### src/rtl/rbfc_pkg.sv
// Package for the RBF network classifier: link structs, codes, exp table
// and the saturating add helper. No dependencies.
package rbfc_pkg;

    localparam int NIDX_W  = 8;    // neuron index width on links (up to 256)
    localparam int CAT_W   = 4;    // category width on links (up to 16)
    localparam logic [15:0] LOG2E_Q15 = 16'd47274;

    typedef enum logic [1:0] {
        FUNC_CENTER   = 2'd0,
        FUNC_WEIGHT   = 2'd1,
        FUNC_BIAS     = 2'd2,
        FUNC_CLASSIFY = 2'd3
    } func_t;

    typedef enum logic [1:0] {
        ST_IDLE,
        ST_RUN,
        ST_DRAIN
    } state_t;

    // Activation word passed from cell to cell
    typedef struct packed {
        logic              vld;
        logic              fin;
        logic [NIDX_W-1:0] nidx;
        logic [15:0]       act;
    } link_t;

    // Running best passed down the row after the last neuron
    typedef struct packed {
        logic              vld;
        logic [CAT_W-1:0]  cat;
        logic [31:0]       score;
    } best_t;

    // round(2^(-k/16) * 65536), k = 0..16
    function automatic logic [16:0] pow2_neg(input logic [4:0] k);
        logic [16:0] p;
        begin
            case (k)
                5'd0:    p = 17'd65536;
                5'd1:    p = 17'd62757;
                5'd2:    p = 17'd60097;
                5'd3:    p = 17'd57549;
                5'd4:    p = 17'd55109;
                5'd5:    p = 17'd52773;
                5'd6:    p = 17'd50535;
                5'd7:    p = 17'd48393;
                5'd8:    p = 17'd46341;
                5'd9:    p = 17'd44376;
                5'd10:   p = 17'd42495;
                5'd11:   p = 17'd40693;
                5'd12:   p = 17'd38968;
                5'd13:   p = 17'd37316;
                5'd14:   p = 17'd35734;
                5'd15:   p = 17'd34219;
                5'd16:   p = 17'd32768;
                default: p = 17'd32768;
            endcase
            return p;
        end
    endfunction

    // clamp a 34-bit signed sum to 32 bits
    function automatic logic [31:0] sat32(input logic signed [33:0] v);
        logic [31:0] r;
        begin
            if (v > 34'sh0_7FFF_FFFF)
                r = 32'h7FFF_FFFF;
            else if (v < -34'sh0_8000_0000)
                r = 32'h8000_0000;
            else
                r = v[31:0];
            return r;
        end
    endfunction

endpackage

### src/rtl/rbfc_act.sv
// Neuron store (centers, scales) and the activation pipeline exp(-d2*s).
// Depends on rbfc_pkg.
module rbfc_act #(
    parameter int NEURONS = 16
) (
    input  logic                   clk,
    input  logic                   rst_n,
    input  logic                   wr_en,
    input  logic [(NEURONS>1 ? $clog2(NEURONS) : 1)-1:0] wr_addr,
    input  logic [15:0]            wr_cx,
    input  logic [15:0]            wr_cy,
    input  logic [15:0]            wr_sc,
    input  rbfc_pkg::link_t        iss,
    input  logic [15:0]            px,
    input  logic [15:0]            py,
    output rbfc_pkg::link_t        lout
);
    localparam int NW = NEURONS > 1 ? $clog2(NEURONS) : 1;
    localparam int ST = 7;

    logic [15:0] cx_mem [NEURONS];
    logic [15:0] cy_mem [NEURONS];
    logic [15:0] sc_mem [NEURONS];
    logic [NEURONS-1:0] nv_reg;

    logic [ST:1] pv_reg, pf_reg;
    logic [rbfc_pkg::NIDX_W-1:0] pn_reg [ST:1];

    logic [15:0] cx1_reg, cy1_reg, sc1_reg;
    logic        ok1_reg;
    logic [32:0] dxx2_reg, dyy2_reg;
    logic [14:0] sc2_reg, sc3_reg;
    logic [33:0] d2_reg;
    logic [32:0] t_reg;
    logic [33:0] u_reg;
    logic [16:0] m_reg;
    logic [4:0]  sh_reg;
    logic        big_reg;
    logic [15:0] a_reg;

    logic signed [16:0] dx, dy;
    logic signed [33:0] sqx, sqy;
    logic [15:0] cxe, cye, sce;
    logic [48:0] tp, up;
    logic [17:0] hi;
    logic [16:0] pk, pk1, diff, shv;
    logic [23:0] dr;
    logic [NW-1:0] raddr;

    assign raddr = iss.nidx[NW-1:0];

    always_ff @(posedge clk or negedge rst_n)
    begin
        if (!rst_n)
            nv_reg <= '0;
        else if (wr_en)
            nv_reg[wr_addr] <= 1'b1;
    end

    always_ff @(posedge clk)
    begin
        if (wr_en)
        begin
            cx_mem[wr_addr] <= wr_cx;
            cy_mem[wr_addr] <= wr_cy;
            sc_mem[wr_addr] <= wr_sc;
        end
        cx1_reg <= cx_mem[raddr];
        cy1_reg <= cy_mem[raddr];
        sc1_reg <= sc_mem[raddr];
        ok1_reg <= nv_reg[raddr];
    end

    // stage control
    always_ff @(posedge clk or negedge rst_n)
    begin
        if (!rst_n)
        begin
            pv_reg <= '0;
            pf_reg <= '0;
        end
        else
        begin
            pv_reg <= {pv_reg[ST-1:1], iss.vld};
            pf_reg <= {pf_reg[ST-1:1], iss.fin};
        end
    end

    always_ff @(posedge clk)
    begin
        pn_reg[1] <= iss.nidx;
        for (int i = 2; i <= ST; i++)
            pn_reg[i] <= pn_reg[i-1];
    end

    always_comb
    begin
        cxe  = ok1_reg ? cx1_reg : 16'd0;
        cye  = ok1_reg ? cy1_reg : 16'd0;
        sce  = ok1_reg ? sc1_reg : 16'd0;
        dx   = $signed({px[15], px}) - $signed({cxe[15], cxe});
        dy   = $signed({py[15], py}) - $signed({cye[15], cye});
        sqx  = dx * dx;
        sqy  = dy * dy;
        tp   = d2_reg * {19'd0, sc3_reg};
        up   = {16'd0, t_reg} * {33'd0, rbfc_pkg::LOG2E_Q15};
        hi   = u_reg[33:16];
        pk   = rbfc_pkg::pow2_neg({1'b0, u_reg[15:12]});
        pk1  = rbfc_pkg::pow2_neg({1'b0, u_reg[15:12]} + 5'd1);
        diff = pk - pk1;
        dr   = diff[11:0] * u_reg[11:0];
        shv  = m_reg >> sh_reg;
    end

    // datapath: squares, sum, scale, log2e, table, shift
    always_ff @(posedge clk)
    begin
        dxx2_reg <= sqx[32:0];
        dyy2_reg <= sqy[32:0];
        sc2_reg  <= sce[15] ? 15'd0 : sce[14:0];
        d2_reg   <= {1'b0, dxx2_reg} + {1'b0, dyy2_reg};
        sc3_reg  <= sc2_reg;
        t_reg    <= tp[48:16];
        u_reg    <= up[48:15];
        big_reg  <= (hi >= 18'd17);
        sh_reg   <= hi[4:0];
        m_reg    <= pk - {5'd0, dr[23:12]};
        if (big_reg)
            a_reg <= 16'd0;
        else if (shv[16])
            a_reg <= 16'hFFFF;
        else
            a_reg <= shv[15:0];
    end

    assign lout.vld  = pv_reg[ST];
    assign lout.fin  = pf_reg[ST];
    assign lout.nidx = pn_reg[ST];
    assign lout.act  = a_reg;

endmodule

### config.mk
export PLATFORM = sky130hd
export DESIGN_NAME = rbfc_act
export DESIGN_NICKNAME = d
export VERILOG_FILES = /design/src/rtl/rbfc_pkg.sv /design/src/rtl/rbfc_act.sv
export SDC_FILE = /design/constraint.sdc
export NUM_CORES = 2
export LEC_CHECK = 0
export ABC_AREA = 0
export BUFFER_PORTS_ARGS = -buffer_cell sky130_fd_sc_hd__buf_2
export CAP_MARGIN = 40
export CORE_MARGIN = 2
export CORE_UTILIZATION = 50
export CTS_CLUSTER_SIZE = 24
export DETAILED_ROUTE_END_ITERATION = 8
export PLACE_DENSITY = 0.66
export SYNTH_ARGS = -nofsm -noshare
export SYNTH_HDL_FRONTEND = slang
export SYNTH_SLANG_ARGS = --single-unit
export TNS_END_PERCENT = 10
### constraint.sdc
create_clock -name clk -period 26.4 [get_ports clk]
set_input_delay 5.28 -clock clk [delete_from_list [all_inputs] [get_ports clk]]
set_output_delay 5.28 -clock clk [all_outputs]
set_load 0.03 [all_outputs]
---- Word-level counts from Yosys, hierarchy flattened ----
Memories as Yosys holds them, arrays and structs flattened. A register that Yosys moved wholly into a read port is not among the register bits.
Cells that the tools add are included.
storage, ports and cells
  register bits after elaboration ......... 267
  memory bits (writable) .................. 824
  output and inout bits ................... 26
  memories ................................ 6
  bits in read-only memories .............. 816
  logic and storage cells ................. 51
  input bits .............................. 113
memories
  name              depth  bits a word  rd ports  clocked after Yosys merged registers in  write ports  RTL line        text
  (name not given)  32     17           1         0                                        0            rbfc_pkg.sv:41  case (k)
  (name not given)  16     17           1         1                                        0            rbfc_pkg.sv:41
  cx_mem            16     16           1         1                                        1            rbfc_act.sv:21  logic [15:0] cx_mem [NEURONS];
  cy_mem            16     16           1         1                                        1            rbfc_act.sv:22  logic [15:0] cy_mem [NEURONS];
  sc_mem            16     16           1         1                                        1            rbfc_act.sv:23  logic [15:0] sc_mem [NEURONS];
  pn_reg            7      8            7         0                                        7            rbfc_act.sv:27  logic [rbfc_pkg::NIDX_W-1:0] pn_reg [ST:1];
operators by class
  bitwise gates (word level) .............. 2
  add/subtract/negate cells ............... 6
  reduce and logical (&&, ||, !) cells .... 2
  multiply operators ...................... 5
  shift-type cells ........................ 1
  multiplexer cells ....................... 10
  order comparisons ....................... 4
operators by type and width
  cell                                                                 number
  multiplier 17 x 17 -> 33 bit                                         2
  two-way mux 16 bit                                                   4
  multiplier 34 x 15 -> 49 bit                                         1
  multiplier 33 x 15 -> 48 bit (second input constant)                 1
  adder 33 x 33 -> 34 bit                                              1
  subtractor 16 x 16 -> 17 bit                                         2
  multiplier 12 x 12 -> 24 bit                                         1
  greater-or-equal comparator 18 x 5 -> 1 bit (second input constant)  1
  right shift 17 x 5 -> 17 bit                                         1
  subtractor 17 x 12 -> 17 bit                                         1
  bitwise OR 16 bit                                                    1
  subtractor 12 bit                                                    1
  < comparator 4 x 5 -> 1 bit (second input constant)                  2
  adder 4 x 1 -> 5 bit (second input constant)                         1
  binary-select mux 1 bit (select 4 bit)                               1
  demux 1 bit (select 4 bit)                                           1
  greater-or-equal comparator 4 x 1 -> 1 bit (second input constant)   1
  two-way mux 1 bit                                                    4
  OR reduction 2 bit                                                   1
  logical AND 1 bit                                                    1
  NOT 1 bit                                                            1

---- Logic depth before layout (Yosys ltp) ----
  depth after elaboration ................. 5
  mapped depth ............................ 45
  mapped depth without buffers ............ 43

---- Worst setup path before layout ----
OpenSTA, ideal clock, no wires.
  path kind ............................... input-to-reg
  from .................................... input port py[0]
  to ...................................... register dyy2_reg[27]
  setup time .............................. 0.132 ns
  data required time ...................... 26.268 ns
  cell stages on the path ................. 36
  setup slack ............................. 13.114 ns
  arrival time ............................ 13.154 ns
  path through ............................ inv_1 > ha_1 > inv_1 > fa_1 > a21o_1 > a21o_1 > a21oi_1 > o21ai_1 > a41oi_1 > a211oi_1 > or2_2 > clkbuf_1 > inv_1 > clkbuf_1 > nand2_1 > fa_1 > inv_1 > fa_1 > inv_1 > fa_1 > fa_1 > fa_1 > inv_1 > fa_1 > ha_1 > clkbuf_1 > a21o_1 > a21o_1 > a21oi_1 > o21ai_0 > o41ai_2 > nand2b_1 > nand2_1 > a21o_1 > a2111oi_0 > nor4_1
on the way
  longest elaborated chain between the ends .. 2
ends and longest elaborated chain
  element                       RTL line         text
  start, declared               rbfc_act.sv:15   input logic [15:0] py,
  subtractor 16 x 16 -> 17 bit  rbfc_act.sv:102  dy = $signed({py[15], py}) - $signed({cye[15], cye});
  multiplier 17 x 17 -> 33 bit  rbfc_act.sv:104  sqy = dy * dy;
  named net sqy[27]             rbfc_act.sv:42   logic signed [33:0] sqx, sqy;
  end signal, assigned          rbfc_act.sv:119  dyy2_reg <= sqy[32:0];
  end, declared                 rbfc_act.sv:31   logic [32:0] dxx2_reg, dyy2_reg;
The timed path passes the listed nets, and every way through them passes these cells.
A chain may end at the register's enable or synchronous reset.

---- Worst setup path after layout ----
  from .................................... input port py[0]
  to ...................................... register dyy2_reg[32]
The elaborated chain is that of the path after synthesis.

==> impl_metrics.tcl <==
set metrics [dict create \
    status "completed" \
    grt_antenna_before_repair 16 \
    holdPathStages 0 \
    die_h_um 424 \
    cts_tree "done" \
    hold_violations 0 \
    synthSimpleGateAreaFrac_pct 8.34 \
    post-route-drc-count 0 \
    coreArea_mm2 0.176 \
    stdcell_area_mm2 0.0959 \
    seq_area_mm2 0.0309 \
    grt_max_degree 73 \
    r2r_slack_ps 15270 \
    critPathRequiredTime_ps 27010 \
    fp-row-count 154 \
    min_path_type "flip-flop to flip-flop" \
    worst-path-max-fanout 11 \
    fin_tns_setup_ps 0 \
    drive_above_1_share_pct 10.2 \
    drv_cap 0 \
    drtIter0Drc 3360 \
    holdBufCountCts 0 \
    portBuffers 122 \
    cp_top_family "adder cells" \
    synth_xor_area_share_pct 2.18 \
    place.gp.congestion 0.900 \
    skew_ps 105 \
    fin_crit_sh_pct 51.3 \
    via_count 52453 \
    yosysWarnings 0 \
    slew_violations 0 \
    route.antenna.remaining_nets 0 \
    root_buffer "clkbuf_16" \
    layout_setup_ws_ps 12860 \
    routed_via_density 5.38 \
    max_freq_mhz 73.9 \
    cp_data_arrival_time_ps 14140 \
    worst-path-buf-inv 9 \
    first_pass_iters 6 \
    critPathKind "primary input to flip-flop" \
    synth-edff-count 768 \
    netlist_instances 7215 \
    cp_common_cell "inv_1" \
    holdWs_ps 325 \
    slew_headroom_pct 43.8 \
    place_hpwl_um 142000 \
    nFillCells 14751 \
    start_util_pct 50.2 \
    synth_cell_type_count 92 \
    dieWidth_um 424 \
    yosys.area_share.adder_pct 36.7 \
    top_level_ports 139 \
    wirelength_um 193000 \
    cts_setup_buffers 0 \
    synth_compound_area_share_pct 4.10 \
    reg_top3 "cx_mem: 256 flops, cy_mem: 256 flops, sc_mem: 256 flops" \
    syn_area_per_cell_um2 12.2 \
    cts.repair.resized 0 \
    final_nets 9274 \
    muxShareOfSynthArea_pct 6.85 \
    die-area_mm2 0.180 \
    htree_levels 3 \
    start_kind "primary input" \
    syn-cell-area_mm2 0.0883 \
    gr-usage-all-layers_pct 22.1 \
    synth_top_family_by_area "adder cells" \
    period_needed_ps 13540 \
    worst-path-stages 36 \
    avgRoutedWirePerCell_um 19.8 \
    ys.flop_type "edfxtp_1" \
    clkSinkCount 1154 \
    ys_seq_elements 1154 \
    worst_pin_slew_ps 839 \
    grt_pass1_vias 56387 \
    grt_pass1_wl_um 311000 \
    critPathCaptureType "flip-flop" \
    setup_viol 0 \
    cts_made_buffers 111 \
    synth_nets 9189 \
    dp_slack_ps 12080 \
    clockBufferDepth 3 \
    clock_latency_ps 760 \
    grt_setup_unrepaired "no" \
    crit_path_max_incr_delay_ps 540 \
    area.growth.synth_to_final_pct 8.70 \
    yosysSeqAreaShare_pct 35.1 \
    async_flop_share_pct 2.60 \
    slowest_stage "fa_1" \
    gr-total-overflow 0 \
    clkSlewWorstSetupHoldPaths_ps 60 \
    ff2ff_path_depth 42 \
    multi_input_area_mm2 0.0515 \
    dpl_cell_area_mm2 0.0920 \
]
-- synth_stat cells (all sizes together), types with 90 or more instances --
| cell | n | area share [%] |
|---|---|---|
| a21o | 90 | 0.77 |
| a21oi | 175 | 1.0 |
| and2 | 299 | 2.1 |
| clkbuf | 205 | 0.87 |
| dfxtp | 356 | 8.1 |
| edfxtp | 768 | 26 |
| fa | 1215 | 28 |
| ha | 646 | 9.2 |
| inv | 1318 | 5.6 |
| mux4 | 253 | 6.5 |
| nand2 | 661 | 2.8 |
| nor2 | 329 | 1.4 |
| xnor2 | 147 | 1.5 |
-- cells in the final DEF, fill, tap and decap left out, types with 69 or more instances in the layout --
cell type	instances
a21o_1	90
a21oi_1	174
and2_1	299
buf_2	118
buf_4	84
clkbuf_16	117
dfxtp_1	352
edfxtp_1	768
fa_1	1215
ha_1	646
inv_1	1313
mux4_2	253
nand2_1	661
nor2_1	317
o21ai_0	74
xnor2_1	146
xor2_1	69
-- per-stage QoR --
stage	std cells	utilization, %
global placement	9505	52.1
global route	9745	54.6
floorplan	7215	-
CTS	9738	54.6
detailed placement	9527	52.3
finish	9749	54.6
-- layout make-up --
| cell class | count | area share, % |
|---|---|---|
| clock inverter | 59 | 0.796 |
| timing repair buffer | 221 | 1.73 |
| tap | 2340 | 3.05 |
| multi-input combinational | 4486 | 53.6 |
| sequential | 1154 | 32.3 |
| inverter | 1326 | 5.19 |
| clock buffer | 152 | 3.30 |
| antenna | 11 | 0.0287 |
-- final timing paths --
path,end,startpoint
worst max-delay path,dyy2_reg[32],py[0]
worst min-delay path,pn_reg[0][51],pn_reg[0][43]
worst max register to register,m_reg[14],u_reg[12]
worst min register to register,pn_reg[0][51],pn_reg[0][43]
max in group asynchronous,pv_reg[6],rst_n
min in group asynchronous,pf_reg[2],rst_n
-- cells by family after synthesis --
family | Yosys count
mux | 286
buf+inv | 1575
fa+ha+maj | 1861
simple gates | 1573
flops | 1154
compound gates | 548
xor+xnor | 218
-- worst reg2reg max path: cells and delay by family (launching register included) --
kind,cells,cell delay [ps]
XOR/XNOR,3,790
flip-flops,1,600
AO/OA/AOI/OAI,17,3640
AND/OR/NAND/NOR,5,630
adder cells (fa/ha/maj),11,4630
buffers and inverters,5,470
multiplexers,1,230
-- layer usage --
metal,up-vias,global-route usage (%),share of wire [%]
met1,27147,28.8,41
met2,1337,39.2,52
li1,23657,-,-
met5,-,0,0.043
met4,14,6.56,2.9
met3,298,2.27,4.5
Power is left out: the tool's default activity adds up to more than one toggle a clock period on the data nets, which glitch-free logic cannot reach.
