<file path="src/rtl/rbfc_pkg.sv">
// Package for the RBF network classifier: link structs, codes, exp table
// and the saturating add helper. No dependencies.
package rbfc_pkg;

    localparam int NIDX_W  = 8;    // neuron index width on links (up to 256)
    localparam int CAT_W   = 4;    // category width on links (up to 16)
    localparam logic [15:0] LOG2E_Q15 = 16'd47274;

    typedef enum logic [1:0] {
        FUNC_CENTER   = 2'd0,
        FUNC_WEIGHT   = 2'd1,
        FUNC_BIAS     = 2'd2,
        FUNC_CLASSIFY = 2'd3
    } func_t;

    typedef enum logic [1:0] {
        ST_IDLE,
        ST_RUN,
        ST_DRAIN
    } state_t;

    // Activation word passed from cell to cell
    typedef struct packed {
        logic              vld;
        logic              fin;
        logic [NIDX_W-1:0] nidx;
        logic [15:0]       act;
    } link_t;

    // Running best passed down the row after the last neuron
    typedef struct packed {
        logic              vld;
        logic [CAT_W-1:0]  cat;
        logic [31:0]       score;
    } best_t;

    // round(2^(-k/16) * 65536), k = 0..16
    function automatic logic [16:0] pow2_neg(input logic [4:0] k);
        logic [16:0] p;
        begin
            case (k)
                5'd0:    p = 17'd65536;
                5'd1:    p = 17'd62757;
                5'd2:    p = 17'd60097;
                5'd3:    p = 17'd57549;
                5'd4:    p = 17'd55109;
                5'd5:    p = 17'd52773;
                5'd6:    p = 17'd50535;
                5'd7:    p = 17'd48393;
                5'd8:    p = 17'd46341;
                5'd9:    p = 17'd44376;
                5'd10:   p = 17'd42495;
                5'd11:   p = 17'd40693;
                5'd12:   p = 17'd38968;
                5'd13:   p = 17'd37316;
                5'd14:   p = 17'd35734;
                5'd15:   p = 17'd34219;
                5'd16:   p = 17'd32768;
                default: p = 17'd32768;
            endcase
            return p;
        end
    endfunction

    // clamp a 34-bit signed sum to 32 bits
    function automatic logic [31:0] sat32(input logic signed [33:0] v);
        logic [31:0] r;
        begin
            if (v > 34'sh0_7FFF_FFFF)
                r = 32'h7FFF_FFFF;
            else if (v < -34'sh0_8000_0000)
                r = 32'h8000_0000;
            else
                r = v[31:0];
            return r;
        end
    endfunction

endpackage

</file>
<file path="src/rtl/rbfc_cell.sv">
// One category cell: weight column, bias, accumulator and a step of the
// argmax. Passes activations and the running best to its neighbor.
// Depends on rbfc_pkg.
module rbfc_cell #(
    parameter int NEURONS = 16,
    parameter int IDX     = 0
) (
    input  logic                   clk,
    input  logic                   rst_n,
    input  logic                   clr,
    input  logic                   w_we,
    input  logic [(NEURONS>1 ? $clog2(NEURONS) : 1)-1:0] w_addr,
    input  logic [15:0]            w_data,
    input  logic                   b_we,
    input  logic [15:0]            b_data,
    input  rbfc_pkg::link_t        lin,
    output rbfc_pkg::link_t        lout,
    input  rbfc_pkg::best_t        bin,
    output rbfc_pkg::best_t        bout
);
    localparam int NW = NEURONS > 1 ? $clog2(NEURONS) : 1;

    logic [15:0] w_mem [NEURONS];
    logic [NEURONS-1:0] wv_reg;
    logic [15:0] w1_reg, bias_reg;
    logic        wv1_reg;
    rbfc_pkg::link_t l1_reg;
    logic signed [32:0] prod_reg;
    logic        v2_reg, f2_reg, f3_reg;
    logic [31:0] acc_reg;
    rbfc_pkg::best_t best_reg;

    logic signed [15:0] wsel;
    logic signed [33:0] sum_p, sum_b;
    logic        take;

    always_ff @(posedge clk or negedge rst_n)
    begin
        if (!rst_n)
        begin
            wv_reg   <= '0;
            bias_reg <= '0;
        end
        else
        begin
            if (w_we)
                wv_reg[w_addr] <= 1'b1;
            if (b_we)
                bias_reg <= b_data;
        end
    end

    always_ff @(posedge clk)
    begin
        if (w_we)
            w_mem[w_addr] <= w_data;
        w1_reg  <= w_mem[lin.nidx[NW-1:0]];
        wv1_reg <= wv_reg[lin.nidx[NW-1:0]];
    end

    assign wsel  = wv1_reg ? $signed(w1_reg) : 16'sd0;
    assign sum_p = $signed({{2{acc_reg[31]}}, acc_reg}) + $signed({prod_reg[32], prod_reg});
    assign sum_b = $signed({{2{acc_reg[31]}}, acc_reg})
                 + $signed({{2{bias_reg[15]}}, bias_reg, 16'd0});
    assign take  = (IDX == 0) || ($signed(acc_reg) > $signed(bin.score));

    always_ff @(posedge clk)
    begin
        prod_reg <= wsel * $signed({1'b0, l1_reg.act});
        if (clr)
            acc_reg <= '0;
        else if (v2_reg)
            acc_reg <= rbfc_pkg::sat32(sum_p);
        else if (f2_reg)
            acc_reg <= rbfc_pkg::sat32(sum_b);
    end

    always_ff @(posedge clk or negedge rst_n)
    begin
        if (!rst_n)
        begin
            l1_reg   <= '0;
            v2_reg   <= 1'b0;
            f2_reg   <= 1'b0;
            f3_reg   <= 1'b0;
            best_reg <= '0;
        end
        else
        begin
            l1_reg       <= lin;
            v2_reg       <= l1_reg.vld;
            f2_reg       <= l1_reg.fin;
            f3_reg       <= f2_reg;
            best_reg.vld <= f3_reg;
            if (f3_reg)
            begin
                best_reg.cat   <= take ? rbfc_pkg::CAT_W'(IDX) : bin.cat;
                best_reg.score <= take ? acc_reg : bin.score;
            end
        end
    end

    assign lout = l1_reg;
    assign bout = best_reg;

    ap_one_fin: assert property (@(posedge clk) disable iff (!rst_n)
        f3_reg |-> !f2_reg)
        else $error("cell saw back-to-back finish tokens");
    ap_no_mix: assert property (@(posedge clk) disable iff (!rst_n)
        v2_reg |-> !f2_reg)
        else $error("cell saw data and finish together");
    ap_best: assert property (@(posedge clk) disable iff (!rst_n)
        f3_reg |=> best_reg.vld)
        else $error("cell best word not produced");

endmodule
</file>
<file path="config.mk">
export PLATFORM = sky130hd
export DESIGN_NAME = rbfc_cell
export DESIGN_NICKNAME = d
export VERILOG_FILES = /design/src/rtl/rbfc_pkg.sv /design/src/rtl/rbfc_cell.sv
export SDC_FILE = /design/constraint.sdc
export NUM_CORES = 1
export LEC_CHECK = 0
export ABC_AREA = 1
export ABC_CLOCK_PERIOD_IN_PS = 19700
export BUFFER_PORTS_ARGS = -buffer_cell sky130_fd_sc_hd__buf_2
export CAP_MARGIN = 15
export CORE_MARGIN = 1.5
export CORE_UTILIZATION = 60
export CTS_CLUSTER_SIZE = 14
export DETAILED_ROUTE_END_ITERATION = 10
export PLACE_DENSITY = 0.79
export REMOVE_ABC_BUFFERS = 1
export SETUP_SLACK_MARGIN = 0.05
export SYNTH_ARGS = -nofsm -noshare
export SYNTH_HDL_FRONTEND = slang
export SYNTH_SLANG_ARGS = --single-unit
</file>
<file path="constraint.sdc">
create_clock -name clk -period 19.7 [get_ports clk]
set_clock_uncertainty 0.2 [all_clocks]
set_input_delay 3.94 -clock clk [delete_from_list [all_inputs] [get_ports clk]]
set_output_delay 3.94 -clock clk [all_outputs]
set_load 0.005 [all_outputs]
</file>
## Word-level counts from Yosys, hierarchy flattened

Memory sizes are Yosys's and may differ from the RTL's. A register that Yosys moved wholly into a read port is not among the register bits.
Cells that the tools add are included.

- Flip-flop bits (word level): 160
- Bits in writable memories: 256
- Bits of input ports: 104
- Output and inout bits: 63
- Word-level logic and storage cells: 41
- Memories kept: 1

- Add/subtract/negate cells: 2
- $mul: 1
- Order comparisons: 7
- Mux-type cells: 13
- Bitwise logic cells: 1
- Reductions and logical operators: 2

Memory list:

| name | words | bits a word | rd ports | clocked after Yosys merged registers in | wr ports | line | RTL |
|---|---|---|---|---|---|---|---|
| w_mem | 16 | 16 | 1 | 1 | 1 | rbfc_cell.sv:23 | `logic [15:0] w_mem [NEURONS];` |

Operators by type and width:

| operator | count |
|---|---|
| $mux W32 | 6 |
| $add A32 B33 Y34 | 1 |
| $gt A34 B32 Y1 const B | 1 |
| $lt A34 B32 Y1 const B | 1 |
| $add A32 B32 Y33 | 1 |
| $gt A33 B32 Y1 const B | 1 |
| $lt A33 B32 Y1 const B | 1 |
| $mul A16 B17 Y33 | 1 |
| $mux W16 | 1 |
| $or A16 B16 Y16 | 1 |
| $lt A4 B5 Y1 const B | 2 |
| $bmux W1 S4 | 1 |
| $demux W1 S4 | 1 |
| $ge A4 B1 Y1 const B | 1 |
| $mux W1 | 4 |
| $reduce_bool A2 Y1 | 1 |
| $logic_and A1 B1 Y1 | 1 |

## Logic depth before layout (Yosys ltp)

Gate-level depths: netlist (run 1).

- Word-level depth: 6
- Depth in mapped cells: 26
- Depth with buffers taken out: 24

## Worst setup path after synthesis (run 1)

OpenSTA, ideal clock, no wires.

- Kind: register to register
- Start point: register wv1_reg
- End point: register prod_reg[30]
- Setup time: 126 ps
- Arrival time: 5865 ps
- Required time: 19374 ps
- Path slack: 13508 ps
- Stages on the path, launching flop included: 24
- Path buffers: 2
- Period minus slack after synthesis: 6192 ps
- Cells stage by stage: dfxtp_1 > clkbuf_1 > clkbuf_1 > nand2_1 > inv_1 > nand2_1 > fa_1 > fa_1 > inv_1 > fa_1 > fa_1 > fa_1 > inv_1 > fa_1 > inv_1 > ha_1 > a21oi_1 > inv_1 > a31oi_1 > a21boi_0 > o21bai_1 > nand3_1 > o211ai_1 > xor2_1

- Longest elaborated chain between the ends: 2

RTL lines:

| what | line | RTL |
|---|---|---|
| start: declaration | rbfc_cell.sv:26 | `logic wv1_reg;` |
| start signal: assignment | rbfc_cell.sv:58 | `wv1_reg <= wv_reg[lin.nidx[NW-1:0]];` |
| $mux W16 | rbfc_cell.sv:61 | `assign wsel = wv1_reg ? $signed(w1_reg) : 16'sd0;` |
| $mul A16 B17 Y33 | rbfc_cell.sv:69 | `prod_reg <= wsel * $signed({1'b0, l1_reg.act});` |
| end signal: assignment | rbfc_cell.sv:69 |  |
| end: declaration | rbfc_cell.sv:28 | `logic signed [32:0] prod_reg;` |

Every way passes these cells.
A chain may end at the register's enable or synchronous reset.

## Worst setup path after layout (run 1)

- Start point: register wv1_reg
- End point: register prod_reg[23]

The elaborated chain is that of the path after synthesis.

==> results.sh, run 1 <==
export IMPL_worstReg2RegStart="wv1_reg$_DFF_P_"
export IMPL_fin_nets=3390
export IMPL_synth_seq_area_share=0.424
export IMPL_synthArstFlopShare=0.218
export IMPL_drt_iter0_drc=1544
export IMPL_layout_drive_gt1_share=0.108
export IMPL_clockRootBuffer="clkbuf_16"
export IMPL_critical_path_endpoint_type="register"
export IMPL_antenna_found_initial=2
export IMPL_synth_area_mm2=0.0276
export IMPL_r2r_slack_ns=12.36
export IMPL_grt_pass1_vias=20658
export IMPL_synth_edff_count=256
export IMPL_h_tree_depth=2
export IMPL_tritoncts="yes"
export IMPL_worstPathArrival_ns=7.62
export IMPL_cts_resized=0
export IMPL_antennaDiodeCount=0
export IMPL_num_vias=20068
export IMPL_grtUsageTotal=0.293
export IMPL_syn_inst=2824
export IMPL_multi_input_area_mm2=0.0138
export IMPL_post_place_ws_ns=12.50
export IMPL_die_x_um=217
export IMPL_io_buffer_count=125
export IMPL_finalMaxSlewViolations=0
export IMPL_vias_per_cell=5.64
export IMPL_dieArea_mm2=0.0472
export IMPL_pin_count=167
export IMPL_post_cts_setup_buffers=0
export IMPL_ys_seq_elements=432
export IMPL_gp_congestion=0.964
export IMPL_chipHeight_um=217
export IMPL_max_freq_ghz=0.136
export IMPL_p_per_area_mw_per_mm2=138
export IMPL_initial_utilization=0.607
export IMPL_start_kind="register"
export IMPL_power_mw=4.19
export IMPL_ir_drop_v=0.000118
export IMPL_grt_max_degree=135
export IMPL_setup_tns_ns=0
export IMPL_maxCapViolCount=0
export IMPL_route_detailed_drc=0
export IMPL_clkTransAtPathRegs_ns=0.06
export IMPL_largest_register_ffs=256
export IMPL_worst_pin_slew_ns=1.25
export IMPL_slew_headroom=0.169
export IMPL_critical_path_max_fanout=17
export IMPL_syn_area_per_cell_um2=9.76
export IMPL_dpl_hpwl_mm=48.1
export IMPL_holdCritPathClass="register to register"
export IMPL_register_area_mm2=0.0117
export IMPL_status="completed"
export IMPL_ant_nets=0
export IMPL_wire_per_inst_um=19.0
export IMPL_worst_endpoint_required_ns=19.99
export IMPL_syn2layout_area_growth_pct=10.2
export IMPL_nFillCells=3479
export IMPL_grt_pass1_wl_mm=107
export IMPL_rsz0062_at_grt="false"
export IMPL_clock_latency_ns=0.58
export IMPL_dr_pass1_iters=9
export IMPL_setup_viol=0
export IMPL_hold_depth=0
export IMPL_cts_sinks=432
export IMPL_synth_top_area_cell="edfxtp_1"
export IMPL_final_hold_viol_count=0
export IMPL_core_area_mm2=0.0454
export IMPL_synth_distinct_cells=48
export IMPL_cts_buffers=45
export IMPL_grt_overflow_total=0
export IMPL_crit_start="wv1_reg$_DFF_P_"
export IMPL_synth_top_area_share=0.279
export IMPL_reg2regPathDepth=21
export IMPL_yosys_top_cells_area="edfxtp_1 28%, fa_1 14%, dfrtp_1 8.5%"
export IMPL_setup_ws_ns=12.36
export IMPL_synth_ff_type="edfxtp_1"
export IMPL_leakage_nw=14.3
export IMPL_row_count=78
export IMPL_postCtsHoldBufs=0
export IMPL_min_period_over_period=0.372
export IMPL_final_min_clock_period_ns=7.34
export IMPL_wl_mm=67.4
export IMPL_hp_start="f2_reg$_DFF_PN0_"
export IMPL_yosys_warnings=0
export IMPL_clk_path_buf_depth=3
export IMPL_critical_path_class="register to register"
## critical path, cell delays in order, from the launching register on
cell and delay, ns:
dfxtp_1 0.72, nand2_1 0.45, inv_1 0.49, nand2_1 0.14, fa_1 0.53, inv_1 0.05, fa_1 0.49, inv_1 0.05
fa_1 0.47, inv_1 0.06, fa_1 0.51, fa_1 0.56, inv_1 0.07, fa_1 0.57, inv_1 0.05, ha_1 0.34
a21oi_1 0.19, a21boi_0 0.19, a21boi_0 0.51, o21bai_1 0.18, a21oi_1 0.23, xnor2_1 0.17
## kinds of logic after synthesis
logic type | Yosys count | share of synthesized area
AND/OR/NAND/NOR | 858 | 0.125
buffers and inverters | 553 | 0.0775
AO/OA/AOI/OAI | 436 | 0.0902
flip-flops | 432 | 0.424
adder cells (fa/ha/maj) | 367 | 0.220
multiplexers | 110 | 0.0420
XOR/XNOR | 67 | 0.0213
other | 1 | 0.000136
## layout by cell type (no fill, tap or decap), drive strengths merged, types with 64 or more instances in the layout
master,synthesis,layout
clkbuf,66,65
mux2i,64,64
fa,196,196
inv,448,451
nor2,221,221
dfrtp,94,94
buf,33,144
ha,171,171
nand2,537,537
nand3,70,70
o211ai,65,65
dfxtp,82,82
o21ai,147,147
a21oi,184,184
edfxtp,256,256
## synthesized netlist by cell type, types with 13 or more instances
master / count
xnor2_1: 21
clkbuf_1: 65
o21bai_1: 13
nand3_1: 68
nand2_2: 17
ha_1: 171
o211ai_1: 65
xor2_1: 46
mux2i_1: 64
nor2_1: 217
edfxtp_1: 256
dfxtp_1: 82
mux2_2: 46
fa_1: 196
buf_1: 14
nand2_1: 520
o21ai_0: 145
dfrtp_1: 94
inv_1: 445
a21oi_1: 174
## layer usage
layer	track usage	vias up	part of all wire
met5	0	-	0.00034
met4	0.118	4	0.036
met3	0.0428	166	0.064
met2	0.503	704	0.50
met1	0.375	9839	0.40
li1	-	9355	-
## where the power goes
group / total (mW) / switching (mW) / internal, mW
combinational: 2.12 / 1.32 / 0.793
clock: 0.913 / 0.348 / 0.565
sequential: 1.16 / 0.0824 / 1.08
total: 4.19 / 1.75 / 2.44
## area by class of cell
| cell class | count | area share |
|---|---|---|
| sequential | 432 | 0.384 |
| clock buffer | 65 | 0.0453 |
| timing repair buffer | 144 | 0.0276 |
| multi-input combinational | 1842 | 0.453 |
| clock inverter | 19 | 0.00840 |
| tap | 600 | 0.0247 |
| inverter | 454 | 0.0561 |
## stage by stage
stage | instance area, µm² | instances | util | hold slack, ns
after floorplan | 27100 | 2728 | - | 0.155
after global placement | 28700 | 3468 | 0.632 | 0.162
after detailed placement | 28700 | 3468 | 0.632 | 0.171
after CTS | 30300 | 3552 | 0.667 | 0.186
after global routing | 30400 | 3556 | 0.669 | 0.195
final | 30400 | 3556 | 0.669 | 0.184
## path summary, 6_finish.rpt
path | endpoint
max in group asynchronous | wv_reg[2]$_DFFE_PN0P_
min in group asynchronous | bout[10]$_DFFE_PN0P_
min reg2reg | f3_reg$_DFF_PN0_
max | prod_reg[23]$_DFF_P_
min | f3_reg$_DFF_PN0_
max reg2reg | prod_reg[23]$_DFF_P_
No activity file was read; power rests on OpenSTA's default activity.
==> inputs of run 2 (changes only) <==
- ABC_AREA: 1 -> 0
- ABC_CLOCK_PERIOD_IN_PS: 19700 -> 6800
- clock period: 19.7 -> 6.8 ns (I/O delays scaled with it)
==> run 2 against run 1 <==
Register-to-register slack worse by 12 ns. Sequential power grew to 3.0 times the previous value. Clock-buffer cell count down 5. Synthesized cell count fell by 25%. Worst hold slack got worse by 0.017 ns. Sequential share of layout area rose by 0.18 points. Worst setup slack got worse by 12 ns. Area after synthesis shrank 4.0%. Combinational power rose to 5.2 times the previous value. Critical path type unchanged. Critical endpoint is now prod_reg[32]$_DFF_P_. Highest routed layer unchanged.
==> results.sh, run 2 <==
export IMPL_worstPathArrival_ns=6.93
export IMPL_clk_path_buf_depth=3
export IMPL_register_area_mm2=0.0117
export IMPL_vias_per_cell=5.89
export IMPL_drt_iter0_drc=1214
export IMPL_grt_overflow_total=0
export IMPL_met2_usage=0.480
export IMPL_setup_viol=0
export IMPL_ys_seq_elements=432
export IMPL_max_freq_ghz=0.152
export IMPL_synth_ff_type="edfxtp_1"
export IMPL_cts_sinks=432
export IMPL_wl_mm=59.3
export IMPL_tritoncts="yes"
export IMPL_dr_pass1_iters=5
export IMPL_use_met3=0.0372
export IMPL_grt_pass1_vias=18041
export IMPL_synth_distinct_cells=75
export IMPL_power_mw=17.1
export IMPL_chipHeight_um=213
export IMPL_leakage_nw=13.5
export IMPL_synth_common_cells="261 x inv_1, 256 x edfxtp_1, 196 x fa_1, 172 x nand2_1, 171 x ha_1"
export IMPL_switching_share=0.413
export IMPL_dpl_hpwl_mm=41.7
export IMPL_synth_top_area_share=0.291
export IMPL_ant_nets=0
export IMPL_met1_usage=0.313
export IMPL_grtUsageTotal=0.268
export IMPL_syn_area_per_cell_um2=12.5
export IMPL_p_int_mw=10.0
export IMPL_stdcell_area_mm2=0.0303
export IMPL_start_kind="register"
export IMPL_p_per_area_mw_per_mm2=564
export IMPL_synth_most_common_cell="inv_1"
export IMPL_yosys_top_cells_area="edfxtp_1 29%, fa_1 15%, dfrtp_1 8.9%"
export IMPL_syn_inst=2112
export IMPL_setup_tns_ns=0
export IMPL_clockRootBuffer="clkbuf_16"
export IMPL_synth_top_area_cell="edfxtp_1"
export IMPL_nFillCells=2856
export IMPL_synth_edff_count=256
export IMPL_antenna_found_initial=2
export IMPL_cts_buffers=44
export IMPL_h_tree_depth=2
export IMPL_final_common_cell="edfxtp_1"
export IMPL_pwr_share_clk=0.147
export IMPL_busiest_layer="met2"
export IMPL_p_comb_frac=0.649
export IMPL_yosys_warnings=0
export IMPL_dieArea_mm2=0.0453
export IMPL_wire_per_inst_um=20.2
export IMPL_setup_ws_ns=0.200
export IMPL_num_vias=17303
export IMPL_synthArstFlopShare=0.218
export IMPL_critical_path_class="register to register"
export IMPL_largest_register_ffs=256
export IMPL_grt_max_degree=60
export IMPL_placed_area_mm2=0.0283
export IMPL_worst_endpoint_required_ns=7.13
export IMPL_critical_path_endpoint_type="register"
export IMPL_io_buffer_count=125
export IMPL_placedCellCount=2845
export IMPL_syn2layout_area_growth_pct=14.4
export IMPL_seq_power_share=0.204
export IMPL_critical_path_max_fanout=8
export IMPL_finalMaxSlewViolations=0
export IMPL_status="completed"
export IMPL_pin_count=167
export IMPL_worst_pin_slew_ns=1.00
export IMPL_synth_area_mm2=0.0264
export IMPL_core_area_mm2=0.0433
export IMPL_holdCritPathClass="register to register"
export IMPL_synth_seq_area_share=0.442
export IMPL_fin_nets=2789
export IMPL_min_period_over_period=0.971
export IMPL_ir_drop_v=0.000707
export IMPL_layout_common_cells="256 x edfxtp_1, 249 x inv_1, 187 x fa_1"
export IMPL_maxCapViolCount=0
export IMPL_row_count=76
export IMPL_die_x_um=213
export IMPL_postCtsHoldBufs=0
export IMPL_post_place_ws_ns=-0.179
export IMPL_clock_latency_ns=0.61
export IMPL_route_detailed_drc=0
export IMPL_initial_utilization=0.611
export IMPL_clkTransAtPathRegs_ns=0.06
export IMPL_slew_headroom=0.329
export IMPL_switching_power_mw=7.05
export IMPL_gp_congestion=0.918
export IMPL_grt_pass1_wl_mm=92.7
export IMPL_final_min_clock_period_ns=6.60
export IMPL_layout_drive_gt1_share=0.239
export IMPL_final_cell_count_no_fill=2939
export IMPL_multi_input_area_mm2=0.0137
export IMPL_final_hold_viol_count=0
run 2: repair_timing:
action | CTS | global route
setup endpoints to repair | 3 | 5
cloned | 0 | 1
pin swaps | 0 | 54
setup buffers | 0 | 11
resized for setup | 2 | 84
run 2: kinds of logic (layout without fill, tap and decap cells):
kind of cell	Yosys count	after routing	synth area share
buf+inv	354	591	0.0515
xor+xnor	65	65	0.0215
other cells	1	6	0.000142
compound gates	253	253	0.0658
fa+ha+maj	368	368	0.230
flops	432	432	0.442
mux	136	136	0.0940
simple gates	503	503	0.0957
run 2: critical path, cell delays in order, from the launching register on:
cell and delay (ns):
dfxtp_4 0.40, buf_12 0.15, and2_4 0.19, buf_4 0.13, nand2_1 0.07, fa_1 0.49, fa_2 0.55, inv_1 0.06
fa_1 0.48, fa_2 0.50, fa_1 0.51, inv_1 0.05, fa_1 0.53, inv_1 0.04, ha_2 0.18, a21o_1 0.15
a21o_1 0.19, a31oi_4 0.15, o221a_2 0.22, o211ai_1 0.10, buf_4 0.18, a41o_1 0.23, o41ai_4 0.37, o21bai_1 0.12
a21oi_1 0.16, xnor2_1 0.13
run 2: area by class of cell:
class | instances | area share
inverter | 261 | 0.0324
timing repair buffer | 250 | 0.0553
sequential | 432 | 0.386
tap | 585 | 0.0242
clock buffer | 60 | 0.0397
antenna | 2 | 0.000165
multi-input combinational | 1329 | 0.451
clock inverter | 20 | 0.0105
run 2: final timing paths:
path | startpoint | endpoint | slack (ns) | cells after the start
worst max-delay path | wv1_reg$_DFF_P_ | prod_reg[32]$_DFF_P_ | 0.20 | 25
worst min-delay path | lout[25]$_DFF_PN0_ | v2_reg$_DFF_PN0_ | 0.17 | 0
worst max register to register | wv1_reg$_DFF_P_ | prod_reg[32]$_DFF_P_ | 0.20 | 25
worst min register to register | lout[25]$_DFF_PN0_ | v2_reg$_DFF_PN0_ | 0.17 | 0
max in group asynchronous | rst_n | lout[17]$_DFF_PN0_ | 4.74 | 2
min in group asynchronous | rst_n | bout[5]$_DFFE_PN0P_ | 0.51 | 1
run 2: metal layers:
metal / part of all wire / wire length (µm) / vias to the layer above
met2: 0.52 / 30600 / 687
met4: 0.053 / 3130 / 2
met1: 0.37 / 22000 / 8594
met5: 0.00017 / 10 / -
met3: 0.059 / 3500 / 203
li1: - / - / 7817
run 2: power by group through the flow:
stage               combinational (mW)  sequential, mW  clock, mW
CTS                               10.2            3.49       2.55
detailed placement                10.1            3.54          0
global placement                  9.76            3.52          0
floorplan                         7.33            3.48          0
global route                      12.4            3.53       2.64
finish                            11.1            3.49       2.51
run 2: through the flow:
stage                      util  hold slack (ns)
after detailed placement  0.654            0.158
final                     0.699            0.167
after global placement    0.654            0.155
after global routing      0.699            0.189
after floorplan               -            0.176
after CTS                 0.690            0.171
